[config.mk]
export PLATFORM = sky130hd
export DESIGN_NAME = ble_command_frame_filter_unit_flat
export DESIGN_NICKNAME = d
export VERILOG_FILES = /design/src/hw/rtl/bcff_pkg.sv /design/src/hw/rtl/bcff_channel_if.sv /design/src/hw/rtl/bcff_decide.sv /design/src/hw/rtl/ble_command_frame_filter_unit.sv /design/src/flat_wrapper.sv
export VERILOG_INCLUDE_DIRS = /design/src /design/src/hw/rtl
export SDC_FILE = /design/constraint.sdc
export NUM_CORES = 1
export LEC_CHECK = 0
export BUFFER_PORTS_ARGS = -buffer_cell sky130_fd_sc_hd__buf_2
export CAP_MARGIN = 20
export CORE_MARGIN = 1.5
export CORE_UTILIZATION = 30
export CTS_BUF_LIST = sky130_fd_sc_hd__clkbuf_8
export DETAILED_ROUTE_END_ITERATION = 10
export PLACE_DENSITY = 0.54
export SETUP_SLACK_MARGIN = 0.4
export SLEW_MARGIN = 25
export SYNTH_ARGS = -nofsm -noshare
export SYNTH_HDL_FRONTEND = slang
export SYNTH_HIERARCHICAL = 1
export SYNTH_SLANG_ARGS = --single-unit
[constraint.sdc]
create_clock -name clk -period 12.03 [get_ports clk]
set_clock_uncertainty 0.1 [all_clocks]
set_input_delay 1.203 -clock clk [delete_from_list [all_inputs] [get_ports clk]]
set_output_delay 1.203 -clock clk [all_outputs]
set_load 0.01 [all_outputs]
[src/hw/rtl/assert_macros.svh]
// assertion macros shared by the frame filter rtl
`ifndef ASSERT_MACROS_SVH
`define ASSERT_MACROS_SVH

// property that must hold at every clock edge out of reset
`define ASSERT_CLK(lbl, prop, msg) \
    lbl: assert property (@(posedge clk) disable iff (!rst_n) prop) else $error(msg);

// consequent checked in the cycle after the antecedent
`define ASSERT_NEXT(lbl, ante, cons, msg) \
    lbl: assert property (@(posedge clk) disable iff (!rst_n) (ante) |=> (cons)) else $error(msg);

`endif

[src/hw/rtl/bcff_pkg.sv]
// shared types, codes and constants of the command frame filter
package bcff_pkg;

    localparam int MAC_W        = 48;
    localparam int GROUP_LEN_W  = 4;
    localparam int LED_BYTES    = 6;

    // frame layout
    localparam logic [7:0] HEADER_BYTES    = 8'd4;
    localparam logic [7:0] CMD_POS         = 8'd4;
    localparam logic [7:0] PAYLOAD_START   = 8'd5;
    localparam logic [7:0] POS_SAT         = 8'd255;
    localparam logic [7:0] MAC_BYTES       = 8'd6;
    localparam logic [7:0] LED_SPAN        = 8'd6;
    localparam logic [7:0] UNICAST_LEN     = 8'd12;
    localparam logic [7:0] UNICAST_LED_OFF = 8'd6;
    localparam logic [7:0] PREFIX_BYTES    = 8'd4;
    localparam logic [7:0] GROUP_LEN_BIAS  = 8'd4;
    localparam int         MIN_GROUP_BYTES = 6;

    localparam logic [7:0] MAGIC_BYTES [4] = '{8'hb0, 8'h1b, 8'hca, 8'h57};

    // command codes
    localparam logic [7:0] CMD_UNICAST_LED = 8'h20;
    localparam logic [7:0] CMD_ASSIGN_LO   = 8'h32;
    localparam logic [7:0] CMD_ASSIGN_HI   = 8'h38;
    localparam logic [7:0] CMD_GROUP_LED   = 8'h40;
    localparam logic [7:0] CMD_RESTART     = 8'h50;
    localparam logic [7:0] CMD_LEN_MASK    = 8'h0f;

    // decision codes
    typedef logic [1:0] action_t;
    localparam action_t ACT_NONE    = 2'd0;
    localparam action_t ACT_SET_LED = 2'd1;
    localparam action_t ACT_RESTART = 2'd2;
    localparam action_t ACT_ASSIGN  = 2'd3;

    typedef struct packed {
        logic header_ok;
        logic unicast_ok;
        logic prefix_ok;
        logic mask_ok;
    } frame_flags_t;

    localparam frame_flags_t FLAGS_CLEAR = '{
        header_ok:  1'b1,
        unicast_ok: 1'b1,
        prefix_ok:  1'b1,
        mask_ok:    1'b0
    };

    typedef struct packed {
        action_t                action;
        logic [7:0]             red;
        logic [7:0]             green;
        logic [7:0]             blue;
        logic [7:0]             white;
        logic [15:0]            fade_time;
        logic [GROUP_LEN_W-1:0] group_length;
    } result_t;

    // own address byte k, byte 0 is the most significant
    function automatic logic [7:0] mac_byte(logic [MAC_W-1:0] mac, logic [2:0] k);
        logic [7:0] sel;
        unique case (k)
            3'd0:    sel = mac[47:40];
            3'd1:    sel = mac[39:32];
            3'd2:    sel = mac[31:24];
            3'd3:    sel = mac[23:16];
            3'd4:    sel = mac[15:8];
            3'd5:    sel = mac[7:0];
            default: sel = 8'h00;
        endcase
        return sel;
    endfunction

endpackage

[src/hw/rtl/bcff_channel_if.sv]
// valid/ready channels for frame bytes and decisions
interface bcff_in_if;
    logic       valid;
    logic       ready;
    logic [7:0] byte_value;
    logic       last_byte;

    modport source (output valid, output byte_value, output last_byte, input ready);
    modport sink   (input valid, input byte_value, input last_byte, output ready);
endinterface

interface bcff_out_if;
    logic        valid;
    logic        ready;
    logic [1:0]  action;
    logic [7:0]  red;
    logic [7:0]  green;
    logic [7:0]  blue;
    logic [7:0]  white;
    logic [15:0] fade_time;
    logic [3:0]  group_length;

    modport source (output valid, output action, output red, output green, output blue,
                    output white, output fade_time, output group_length, input ready);
    modport sink   (input valid, input action, input red, input green, input blue,
                    input white, input fade_time, input group_length, output ready);
endinterface

[src/hw/rtl/bcff_decide.sv]
// end-of-frame decision from the per-frame match flags
module bcff_decide #(
    parameter int MAX_GROUP_BYTES    = 12,
    parameter int PAYLOAD_KEEP_BYTES = 18
) (
    input  logic [7:0]                               pos,
    input  logic [7:0]                               cmd,
    input  bcff_pkg::frame_flags_t                   flags,
    input  logic [$clog2(MAX_GROUP_BYTES+1)-1:0]     group_size,
    output bcff_pkg::action_t                        action,
    output logic [$clog2(MAX_GROUP_BYTES+1)-1:0]     assign_len
);
    import bcff_pkg::*;

    localparam int GSZ_W = $clog2(MAX_GROUP_BYTES + 1);

    logic [7:0] n;
    logic [7:0] alen;
    logic [7:0] gs8;
    logic       is_assign;
    logic       member;
    logic       hdr_ok;

    // payload length, assign length and group membership
    assign n         = pos - CMD_POS;
    assign alen      = (cmd & CMD_LEN_MASK) + GROUP_LEN_BIAS;
    assign gs8       = 8'(group_size);
    assign is_assign = (cmd >= CMD_ASSIGN_LO) && (cmd <= CMD_ASSIGN_HI);
    assign hdr_ok    = flags.header_ok && (pos >= CMD_POS);
    assign member    = (gs8 != 8'd0) && (n >= gs8) && flags.prefix_ok && flags.mask_ok;
    assign assign_len = alen[GSZ_W-1:0];

    // command dispatch
    always_comb
    begin
        action = ACT_NONE;
        if (hdr_ok)
        begin
            priority if (cmd == CMD_UNICAST_LED)
            begin
                if (n == UNICAST_LEN && flags.unicast_ok)
                    action = ACT_SET_LED;
            end
            else if (is_assign)
            begin
                if (n >= alen + MAC_BYTES && flags.unicast_ok &&
                    alen <= 8'(MAX_GROUP_BYTES) && alen <= 8'(PAYLOAD_KEEP_BYTES))
                    action = ACT_ASSIGN;
            end
            else if (cmd == CMD_GROUP_LED)
            begin
                if (member && n >= gs8 + LED_SPAN &&
                    gs8 + LED_SPAN <= 8'(PAYLOAD_KEEP_BYTES))
                    action = ACT_SET_LED;
            end
            else if (cmd == CMD_RESTART)
            begin
                if (member)
                    action = ACT_RESTART;
            end
            else
            begin
                // unknown command
                action = ACT_NONE;
            end
        end
    end

endmodule

[src/hw/rtl/ble_command_frame_filter_unit.sv]
// Command frame filter: one frame byte per cycle, one decision per frame.
// Throughput: one byte accepted every cycle, also across frame ends, while the
// result register is free or being drained in the same cycle.
// After the last-byte transfer the decision passes through the input register,
// then the per-byte match logic feeding the result register.
// Reset clears the own address, frame tracking, group length and both valid flags.
`include "assert_macros.svh"

module ble_command_frame_filter_unit #(
    parameter int MAX_GROUP_BYTES    = 12,
    parameter int PAYLOAD_KEEP_BYTES = 18
) (
    input  logic                       clk,
    input  logic                       rst_n,
    bcff_in_if.sink                    frame_in,
    bcff_out_if.source                 decision_out,
    input  logic                       cfg_wr_en,
    input  logic [bcff_pkg::MAC_W-1:0] cfg_wr_data
);
    import bcff_pkg::*;

    localparam int GIDX_W = (MAX_GROUP_BYTES > 1) ? $clog2(MAX_GROUP_BYTES) : 1;
    localparam int GSZ_W  = $clog2(MAX_GROUP_BYTES + 1);

    // registers
    logic [MAC_W-1:0] mac_reg;
    logic             s_vld_reg;
    logic [7:0]       s_byte_reg;
    logic             s_last_reg;
    logic [7:0]       pos_reg, pos_next;
    logic [7:0]       cmd_reg, cmd_next;
    frame_flags_t     flags_reg, flags_next;
    logic [7:0]       pay_reg  [MAX_GROUP_BYTES];
    logic [7:0]       pay_next [MAX_GROUP_BYTES];
    logic [7:0]       grp_reg  [MAX_GROUP_BYTES];
    logic [7:0]       grp_next [MAX_GROUP_BYTES];
    logic [7:0]       led_reg  [LED_BYTES];
    logic [7:0]       led_next [LED_BYTES];
    logic [GSZ_W-1:0] gsize_reg, gsize_next;
    logic             out_vld_reg;
    result_t          out_reg, out_next;

    logic             fire;
    logic             frame_end;
    logic             out_free;
    logic [7:0]       p;
    logic             is_uni;
    logic             is_asg;
    logic [7:0]       mac_off;
    logic [7:0]       mac_k;
    logic [7:0]       led_off;
    logic [7:0]       grp_rd;
    action_t          dec_action;
    logic [GSZ_W-1:0] dec_len;

    // handshake: input register advances unless a frame end meets a full result register
    assign out_free       = !out_vld_reg || decision_out.ready;
    assign fire           = s_vld_reg && (!s_last_reg || out_free);
    assign frame_end      = fire && s_last_reg;
    assign frame_in.ready = !s_vld_reg || fire;

    // byte position decode
    assign p       = pos_reg - PAYLOAD_START;
    assign is_uni  = (cmd_reg == CMD_UNICAST_LED);
    assign is_asg  = (cmd_reg >= CMD_ASSIGN_LO) && (cmd_reg <= CMD_ASSIGN_HI);
    assign mac_off = is_uni ? 8'd0 : (cmd_reg & CMD_LEN_MASK) + GROUP_LEN_BIAS;
    assign mac_k   = p - mac_off;
    assign led_off = (cmd_reg == CMD_UNICAST_LED) ? UNICAST_LED_OFF : 8'(gsize_reg);
    assign grp_rd  = grp_reg[p[GIDX_W-1:0]];

    // per-byte state update
    always_comb
    begin
        cmd_next   = cmd_reg;
        flags_next = flags_reg;
        pay_next   = pay_reg;
        led_next   = led_reg;
        if (pos_reg < HEADER_BYTES)
        begin
            if (s_byte_reg != MAGIC_BYTES[pos_reg[1:0]])
                flags_next.header_ok = 1'b0;
        end
        else if (pos_reg == CMD_POS)
        begin
            cmd_next = s_byte_reg;
        end
        else if (pos_reg != POS_SAT)
        begin
            // payload bytes kept for a later group copy
            for (int i = 0; i < MAX_GROUP_BYTES; i++)
            begin
                if (p == 8'(i) && p < 8'(PAYLOAD_KEEP_BYTES))
                    pay_next[i] = s_byte_reg;
            end
            // own address check
            if ((is_uni || is_asg) && p >= mac_off && p < mac_off + MAC_BYTES &&
                s_byte_reg != mac_byte(mac_reg, mac_k[2:0]))
                flags_next.unicast_ok = 1'b0;
            // stored group: prefix equality, then any shared mask bit
            if (p < 8'(gsize_reg) && p < 8'(MAX_GROUP_BYTES))
            begin
                if (p < PREFIX_BYTES)
                begin
                    if (grp_rd != s_byte_reg)
                        flags_next.prefix_ok = 1'b0;
                end
                else if ((grp_rd & s_byte_reg) != 8'd0)
                begin
                    flags_next.mask_ok = 1'b1;
                end
            end
            // led bytes captured at their offset
            for (int k = 0; k < LED_BYTES; k++)
            begin
                if (p == led_off + 8'(k) && p < 8'(PAYLOAD_KEEP_BYTES))
                    led_next[k] = s_byte_reg;
            end
        end
        pos_next = (pos_reg != POS_SAT) ? pos_reg + 8'd1 : pos_reg;
    end

    bcff_decide #(
        .MAX_GROUP_BYTES    (MAX_GROUP_BYTES),
        .PAYLOAD_KEEP_BYTES (PAYLOAD_KEEP_BYTES)
    ) u_decide (
        .pos        (pos_reg),
        .cmd        (cmd_next),
        .flags      (flags_next),
        .group_size (gsize_reg),
        .action     (dec_action),
        .assign_len (dec_len)
    );

    // group store and result assembly
    always_comb
    begin
        gsize_next = (dec_action == ACT_ASSIGN) ? dec_len : gsize_reg;
        for (int i = 0; i < MAX_GROUP_BYTES; i++)
        begin
            if (dec_action == ACT_ASSIGN && 8'(i) < 8'(dec_len))
                grp_next[i] = pay_next[i];
            else
                grp_next[i] = grp_reg[i];
        end
        out_next.action       = dec_action;
        out_next.red          = '0;
        out_next.green        = '0;
        out_next.blue         = '0;
        out_next.white        = '0;
        out_next.fade_time    = '0;
        out_next.group_length = GROUP_LEN_W'(gsize_next);
        if (dec_action == ACT_SET_LED)
        begin
            out_next.red       = led_next[0];
            out_next.green     = led_next[1];
            out_next.blue      = led_next[2];
            out_next.white     = led_next[3];
            out_next.fade_time = {led_next[5], led_next[4]};
        end
    end

    // control registers
    always_ff @(posedge clk or negedge rst_n)
    begin
        if (!rst_n)
        begin
            mac_reg     <= '0;
            s_vld_reg   <= 1'b0;
            pos_reg     <= '0;
            cmd_reg     <= '0;
            flags_reg   <= FLAGS_CLEAR;
            gsize_reg   <= '0;
            out_vld_reg <= 1'b0;
        end
        else
        begin
            if (cfg_wr_en)
                mac_reg <= cfg_wr_data;
            if (frame_in.ready)
                s_vld_reg <= frame_in.valid;
            if (frame_end)
            begin
                pos_reg   <= '0;
                cmd_reg   <= '0;
                flags_reg <= FLAGS_CLEAR;
                gsize_reg <= gsize_next;
            end
            else if (fire)
            begin
                pos_reg   <= pos_next;
                cmd_reg   <= cmd_next;
                flags_reg <= flags_next;
            end
            if (frame_end)
                out_vld_reg <= 1'b1;
            else if (decision_out.ready)
                out_vld_reg <= 1'b0;
        end
    end

    // data registers
    always_ff @(posedge clk)
    begin
        if (frame_in.ready && frame_in.valid)
        begin
            s_byte_reg <= frame_in.byte_value;
            s_last_reg <= frame_in.last_byte;
        end
        if (fire)
        begin
            pay_reg <= pay_next;
            led_reg <= led_next;
        end
        if (frame_end)
        begin
            grp_reg <= grp_next;
            out_reg <= out_next;
        end
    end

    // result channel
    assign decision_out.valid        = out_vld_reg;
    assign decision_out.action       = out_reg.action;
    assign decision_out.red          = out_reg.red;
    assign decision_out.green        = out_reg.green;
    assign decision_out.blue         = out_reg.blue;
    assign decision_out.white        = out_reg.white;
    assign decision_out.fade_time    = out_reg.fade_time;
    assign decision_out.group_length = out_reg.group_length;

    // checks
    `ASSERT_CLK(a_group_size_legal, (gsize_reg == '0) || (gsize_reg >= MIN_GROUP_BYTES && gsize_reg <= MAX_GROUP_BYTES), "group size outside legal range")
    `ASSERT_NEXT(a_frame_state_cleared, frame_end, pos_reg == '0 && cmd_reg == '0 && flags_reg == FLAGS_CLEAR, "frame state not cleared after last byte")
    `ASSERT_NEXT(a_pos_step, fire && !s_last_reg && pos_reg != POS_SAT, pos_reg == $past(pos_reg) + 8'd1, "byte position did not advance")
    `ASSERT_CLK(a_blank_levels, (decision_out.valid && decision_out.action != ACT_SET_LED) |-> (decision_out.red == '0 && decision_out.green == '0 && decision_out.blue == '0 && decision_out.white == '0 && decision_out.fade_time == '0), "led levels set without led action")

endmodule
[src/flat_wrapper.sv]
// flat-port wrapper written by rule: the top's interface ports become plain ports
module ble_command_frame_filter_unit_flat import bcff_pkg::*;
#(
    parameter int MAX_GROUP_BYTES    = 12,
    parameter int PAYLOAD_KEEP_BYTES = 18
)
  (clk, rst_n, cfg_wr_en, cfg_wr_data, frame_in_valid, frame_in_byte_value, frame_in_last_byte, frame_in_ready, decision_out_valid, decision_out_action, decision_out_red, decision_out_green, decision_out_blue, decision_out_white, decision_out_fade_time, decision_out_group_length, decision_out_ready);
  bcff_in_if frame_in_i ();
  bcff_out_if decision_out_i ();
  input  logic clk;
  input  logic rst_n;
  input  logic cfg_wr_en;
  input  logic [bcff_pkg::MAC_W-1:0] cfg_wr_data;
  input wire logic [$bits(frame_in_i.valid)-1:0] frame_in_valid;
  input wire logic [$bits(frame_in_i.byte_value)-1:0] frame_in_byte_value;
  input wire logic [$bits(frame_in_i.last_byte)-1:0] frame_in_last_byte;
  output wire logic [$bits(frame_in_i.ready)-1:0] frame_in_ready;
  output wire logic [$bits(decision_out_i.valid)-1:0] decision_out_valid;
  output wire logic [$bits(decision_out_i.action)-1:0] decision_out_action;
  output wire logic [$bits(decision_out_i.red)-1:0] decision_out_red;
  output wire logic [$bits(decision_out_i.green)-1:0] decision_out_green;
  output wire logic [$bits(decision_out_i.blue)-1:0] decision_out_blue;
  output wire logic [$bits(decision_out_i.white)-1:0] decision_out_white;
  output wire logic [$bits(decision_out_i.fade_time)-1:0] decision_out_fade_time;
  output wire logic [$bits(decision_out_i.group_length)-1:0] decision_out_group_length;
  input wire logic [$bits(decision_out_i.ready)-1:0] decision_out_ready;
  assign frame_in_i.valid = frame_in_valid;
  assign frame_in_i.byte_value = frame_in_byte_value;
  assign frame_in_i.last_byte = frame_in_last_byte;
  assign frame_in_ready = frame_in_i.ready;
  assign decision_out_valid = decision_out_i.valid;
  assign decision_out_action = decision_out_i.action;
  assign decision_out_red = decision_out_i.red;
  assign decision_out_green = decision_out_i.green;
  assign decision_out_blue = decision_out_i.blue;
  assign decision_out_white = decision_out_i.white;
  assign decision_out_fade_time = decision_out_i.fade_time;
  assign decision_out_group_length = decision_out_i.group_length;
  assign decision_out_i.ready = decision_out_ready;
  ble_command_frame_filter_unit #(.MAX_GROUP_BYTES(MAX_GROUP_BYTES), .PAYLOAD_KEEP_BYTES(PAYLOAD_KEEP_BYTES)) u_core (.clk(clk), .rst_n(rst_n), .frame_in(frame_in_i), .decision_out(decision_out_i), .cfg_wr_en(cfg_wr_en), .cfg_wr_data(cfg_wr_data));
endmodule
**Yosys cells after proc, flatten, opt, wreduce, memory -nomap -nowiden**

Index checks and enable logic that the tools add are counted.
Widths: inputs -> output; s select.

- Muxes and demuxes: 68
- Bitwise logic cells: 3
- Equal/unequal tests: 34
- $lt $le $gt $ge: 32
- Reductions and logical operators: 76
- Add/subtract/negate cells: 14

Operator list:

| operator | number |
|---|---|
| $mux 96 | 3 |
| $mux 8 | 32 |
| $mux 48 | 3 |
| $logic_and 1x1->1 | 49 |
| $pmux 8 s6 | 1 |
| $eq 8x3->1 const B | 5 |
| $eq 8x4->1 const B | 5 |
| $eq 8x8->1 | 5 |
| $bmux 8 s4 | 1 |
| $reduce_and 2->1 | 13 |
| $add 8x3->8 const B | 3 |
| $ne 8x8->1 | 3 |
| $add 8x1->8 const B | 2 |
| $add 8x2->8 const B | 2 |
| $bmux 8 s2 | 1 |
| $eq 8x2->1 const B | 2 |
| $eq 8x6->1 const B | 2 |
| $eq 8x7->1 const B | 2 |
| $ge 8x6->1 const B | 2 |
| $ge 8x8->1 | 2 |
| $le 8x6->1 const B | 2 |
| $lt 3x4->1 const A | 4 |
| $lt 4x4->1 const A | 4 |
| $lt 8x3->1 const B | 2 |
| other kinds (39) | 77 |

- Output and inout port bits: 56
- Logic and storage cells: 276
- Flip-flop bits (word level): 377

**Depth between registers and ports, before layout**

- Word-level depth: 26
- Depth in mapped cells: 26
- Gate-level depth less buffers: 24

**Cells and area by module**

Netlist, hierarchy kept.

Modules (own cells, without submodules):

| module | times used | area each (um^2) | cells an instance |
|---|---|---|---|
| ble_command_frame_filter_unit | 1 | 17877.1 | 1203 |
| bcff_decide | 1 | 908.4 | 122 |

**Least setup slack after synthesis**

Ideal clock, no wire load.

- Kind: in2reg
- Start point: input decision_out_ready
- End point: register u_core.cmd_reg[0]
- Required time: 11.796 ns
- Buffers on the path: 0
- Setup slack: 1.766 ns
- Arrival time: 10.031 ns
- Stages: 4
- Path through: nor2b_1 > a21boi_1 > nand2_1 > a22o_1

- Word-level cells in the longest chain between the ends: 5

Ends and longest elaborated chain:

| what | line | source |
|---|---|---|
| start: declaration | flat_wrapper.sv:26 | `input wire logic [$bits(decision_out_i.ready)-1:0] decision_out_ready;` |
| $logic_or 1x1->1 (*) | ble_command_frame_filter_unit.sv:57 | `assign out_free = !out_vld_reg \|\| decision_out.ready;` |
| $logic_or 1x1->1 (*) | ble_command_frame_filter_unit.sv:58 | `assign fire = s_vld_reg && (!s_last_reg \|\| out_free);` |
| $logic_and 1x1->1 (*) | ble_command_frame_filter_unit.sv:58 |  |
| net u_core.fire | ble_command_frame_filter_unit.sv:43 | `logic fire;` |
| $logic_and 1x1->1 | ble_command_frame_filter_unit.sv:59 | `assign frame_end = fire && s_last_reg;` |
| $mux 8 / $reduce_bool 2->1 (equally long branches) | - |  |
| end signal: assignment | ble_command_frame_filter_unit.sv:191 | `cmd_reg <= cmd_next;` |
| end: declaration | ble_command_frame_filter_unit.sv:31 | `logic [7:0] cmd_reg, cmd_next;` |

Mark *: on every way through the listed nets, which the timed path passes. The rest lies on a longest branch.
A chain may end at the register's enable or synchronous reset.

==> out/metrics.yaml <==
status: "complete, no violations"
synth_top_area_share_pct: 48.43
synthCells: 1325
cp-end-kind: "flip-flop"
drv_cap: 0
post-route-period-util_pct: 74.98
hp-start: "u_core/mac_reg[1]"
portBuffers: 117
layout-drive-gt1-share_pct: 32.80
fmax_mhz: 110.9
p_int_mw: 2.511
final_area_um2: 21610
criticalPathCategory: "reg -> reg"
first_global_vias: 11810
p_clk_share_pct: 35.3
synth.avg_cell_area_um2: 14.18
htreeDepth: 3
post_cts_resized: 0
die_width_um: 253.2
cts_tree: "built"
hold_violations: 0
numCtsBuffers: 67
startpoint_type: "flip-flop"
grt_pass1_wl_um: 72480
p_seq_share_pct: 43.7
relSlewSlack_pct: 30.17
grt_overflow: 0
ys_seq_elements: 377
drtIter0Drc: 787
die_y_um: 253.2
drcViolationCount: 0
synth_cell_types: 80
postRouteAntennaNets: 0
async_flop_share_pct: 19.63
netlist_area_um2: 18790
core-area_um2: 61830
multi_input_area_um2: 7325
min_period_ps: 9021
power.density_nw_per_um2: 164.0
post_cts_buffers: 0
gp_congestion: 0.8651
vias: 11450
start_util_pct: 30.38
antenna_cells: 0
netSwitchingFraction_pct: 29.12
grt.total_usage_pct: 14.96
rsz0062_at_grt: "false"
dieArea_um2: 64130
worst_pin_slew_ps: 1047
placementRows: 91
crit_arrival_ps: 9160
yosysMostFrequentCell: "edfxtp_1"
viasPerCell: 4.912
p_comb_share_pct: 21.0
ys.flop_type: "edfxtp_1"
cp_max_fo: 21
wl_per_cell_um: 20.32
power_mw: 3.542
synth_edf_count: 303
timing.rr.start: "u_core/pos_reg[1]"
pin_count: 118
synth_top_area_cell: "edfxtp_1"
dpl_cell_area_um2: 20180
whs_ps: 403.1
cts.reportedPaths.clkPinSlew_ps: 70
clk_path_buf_depth: 3
crit_start: "u_core/pos_reg[1]"
cts_hold_buf: 0
cts_sinks: 377
yosys-top-cells-area: "edfxtp_1 48%, mux2_2 12%, dfrtp_1 9.5%"
hold_path.class: "reg -> reg"
fillCellCount: 5971
nets: 1577
final-seq-area_um2: 10960
area_delta_synth_final_pct: 15.01
ys_seq_area_share_pct: 58.31
dr.pass1.iters: 7
p_switching_mw: 1.032
ir_worst_vdd_mv: 0.06418
grt_max_degree: 75
setup_tns_ps: 0
p_leak_nw: 8.223
yosysWarnings: 6
setup_viol: 0
clockRootBuffer: "clkbuf_8"
antenna_found_initial: 0
clock_latency_ps: 630
fin_util_pct: 34.95
wirelength_um: 47360
drv_slew: 0
dp_hpwl_um: 30780
syn-num-nets: 1456
synth_top_cells_by_count: "303 x edfxtp_1, 208 x mux2_2, 98 x nand2_1, 74 x mux2i_1, 71 x dfrtp_1"
cp_data_required_time_ps: 12170
## worst paths after layout
| kind | endpoint | cells past startpoint | slack [ps] |
|---|---|---|---|
| setup / recovery | u_core/grp_reg[21] | 22 | 3010 |
| hold / removal | u_core/mac_reg[1] | 1 | 400 |
| setup reg to reg | u_core/grp_reg[21] | 22 | 3010 |
| hold reg to reg | u_core/mac_reg[1] | 1 | 400 |
| max in group asynchronous | u_core/pos_reg[0] | 1 | 10770 |
| min in group asynchronous | u_core/decision_out.valid | 1 | 510 |
## cell usage in the layout (no fill, tap or decap), drive strengths merged, types with 8 or more instances in the layout
| cell | count |
|---|---|
| a22o | 9 |
| mux4 | 24 |
| dfrtp | 71 |
| buf | 136 |
| nor3 | 29 |
| mux2i | 74 |
| nor2b | 14 |
| clkbuf | 72 |
| nand2 | 98 |
| clkinv | 18 |
| edfxtp | 303 |
| nor4 | 18 |
| o21ai | 36 |
| ha | 67 |
| o31a | 8 |
| xnor2 | 18 |
| nand3 | 23 |
| nand4 | 9 |
| mux2 | 212 |
| nor2 | 37 |
| a21oi | 19 |
| inv | 56 |
| and3 | 23 |
| xor2 | 22 |
## layer usage
layer	vias up	global-route usage, %	part of all wire (%)
met4	0	5.150	2.1
met5	-	0	0
met3	74	2.426	4.1
met2	278	24.62	48
li1	5221	-	-
met1	5878	19.95	46
## power by group through the flow
stage	clock (mW)	combinational [mW]	sequential [mW]
5_1_grt	1.34	0.817	1.56
3_5_place_dp	0	0.736	1.57
4_1_cts	1.29	0.740	1.55
6_report	1.25	0.743	1.55
2_1_floorplan	0	0.543	1.57
3_3_place_gp	0	0.722	1.57
## cell families after synthesis
logic type	synth area share [%]
adder cells (fa/ha/maj)	4.676
flip-flops	58.31
XOR/XNOR	2.131
multiplexers	19.57
buffers and inverters	2.897
AND/OR/NAND/NOR	7.833
AO/OA/AOI/OAI	4.583
## final cells by class
cell class              instances  share of cell area [%]
repair buffers                136                   3.504
inverters                      37                  0.6428
multi-input cells             827                   33.90
clock buffers                  72                   4.587
flip-flops and latches        377                   50.71
clock inverters                45                   1.813
well taps                     837                   4.847
## through the flow
step                worst slack, ps  std cells
global route                   2258       2331
detailed placement             2818       2213
floorplan                      1766       1325
global placement               3183       2213
finish                         3009       2331
CTS                            2737       2330
## critical path, cell delays in order (launching register included)
cell	delay (ps)
dfrtp_1	780
inv_1	230
ha_1	430
xor2_4	650
inv_1	340
ha_1	440
xor2_1	760
nor3_1	140
nor4_1	340
o22ai_1	120
or4_1	590
a21boi_0	370
nand2_1	100
a211oi_1	230
o21ai_1	90
a2111oi_0	390
o21a_1	230
a21oi_1	50
nor3_1	450
nand2_1	370
nor2_1	540
nand2_1	290
nor2_1	560
No activity file was read; power rests on OpenSTA's default activity.
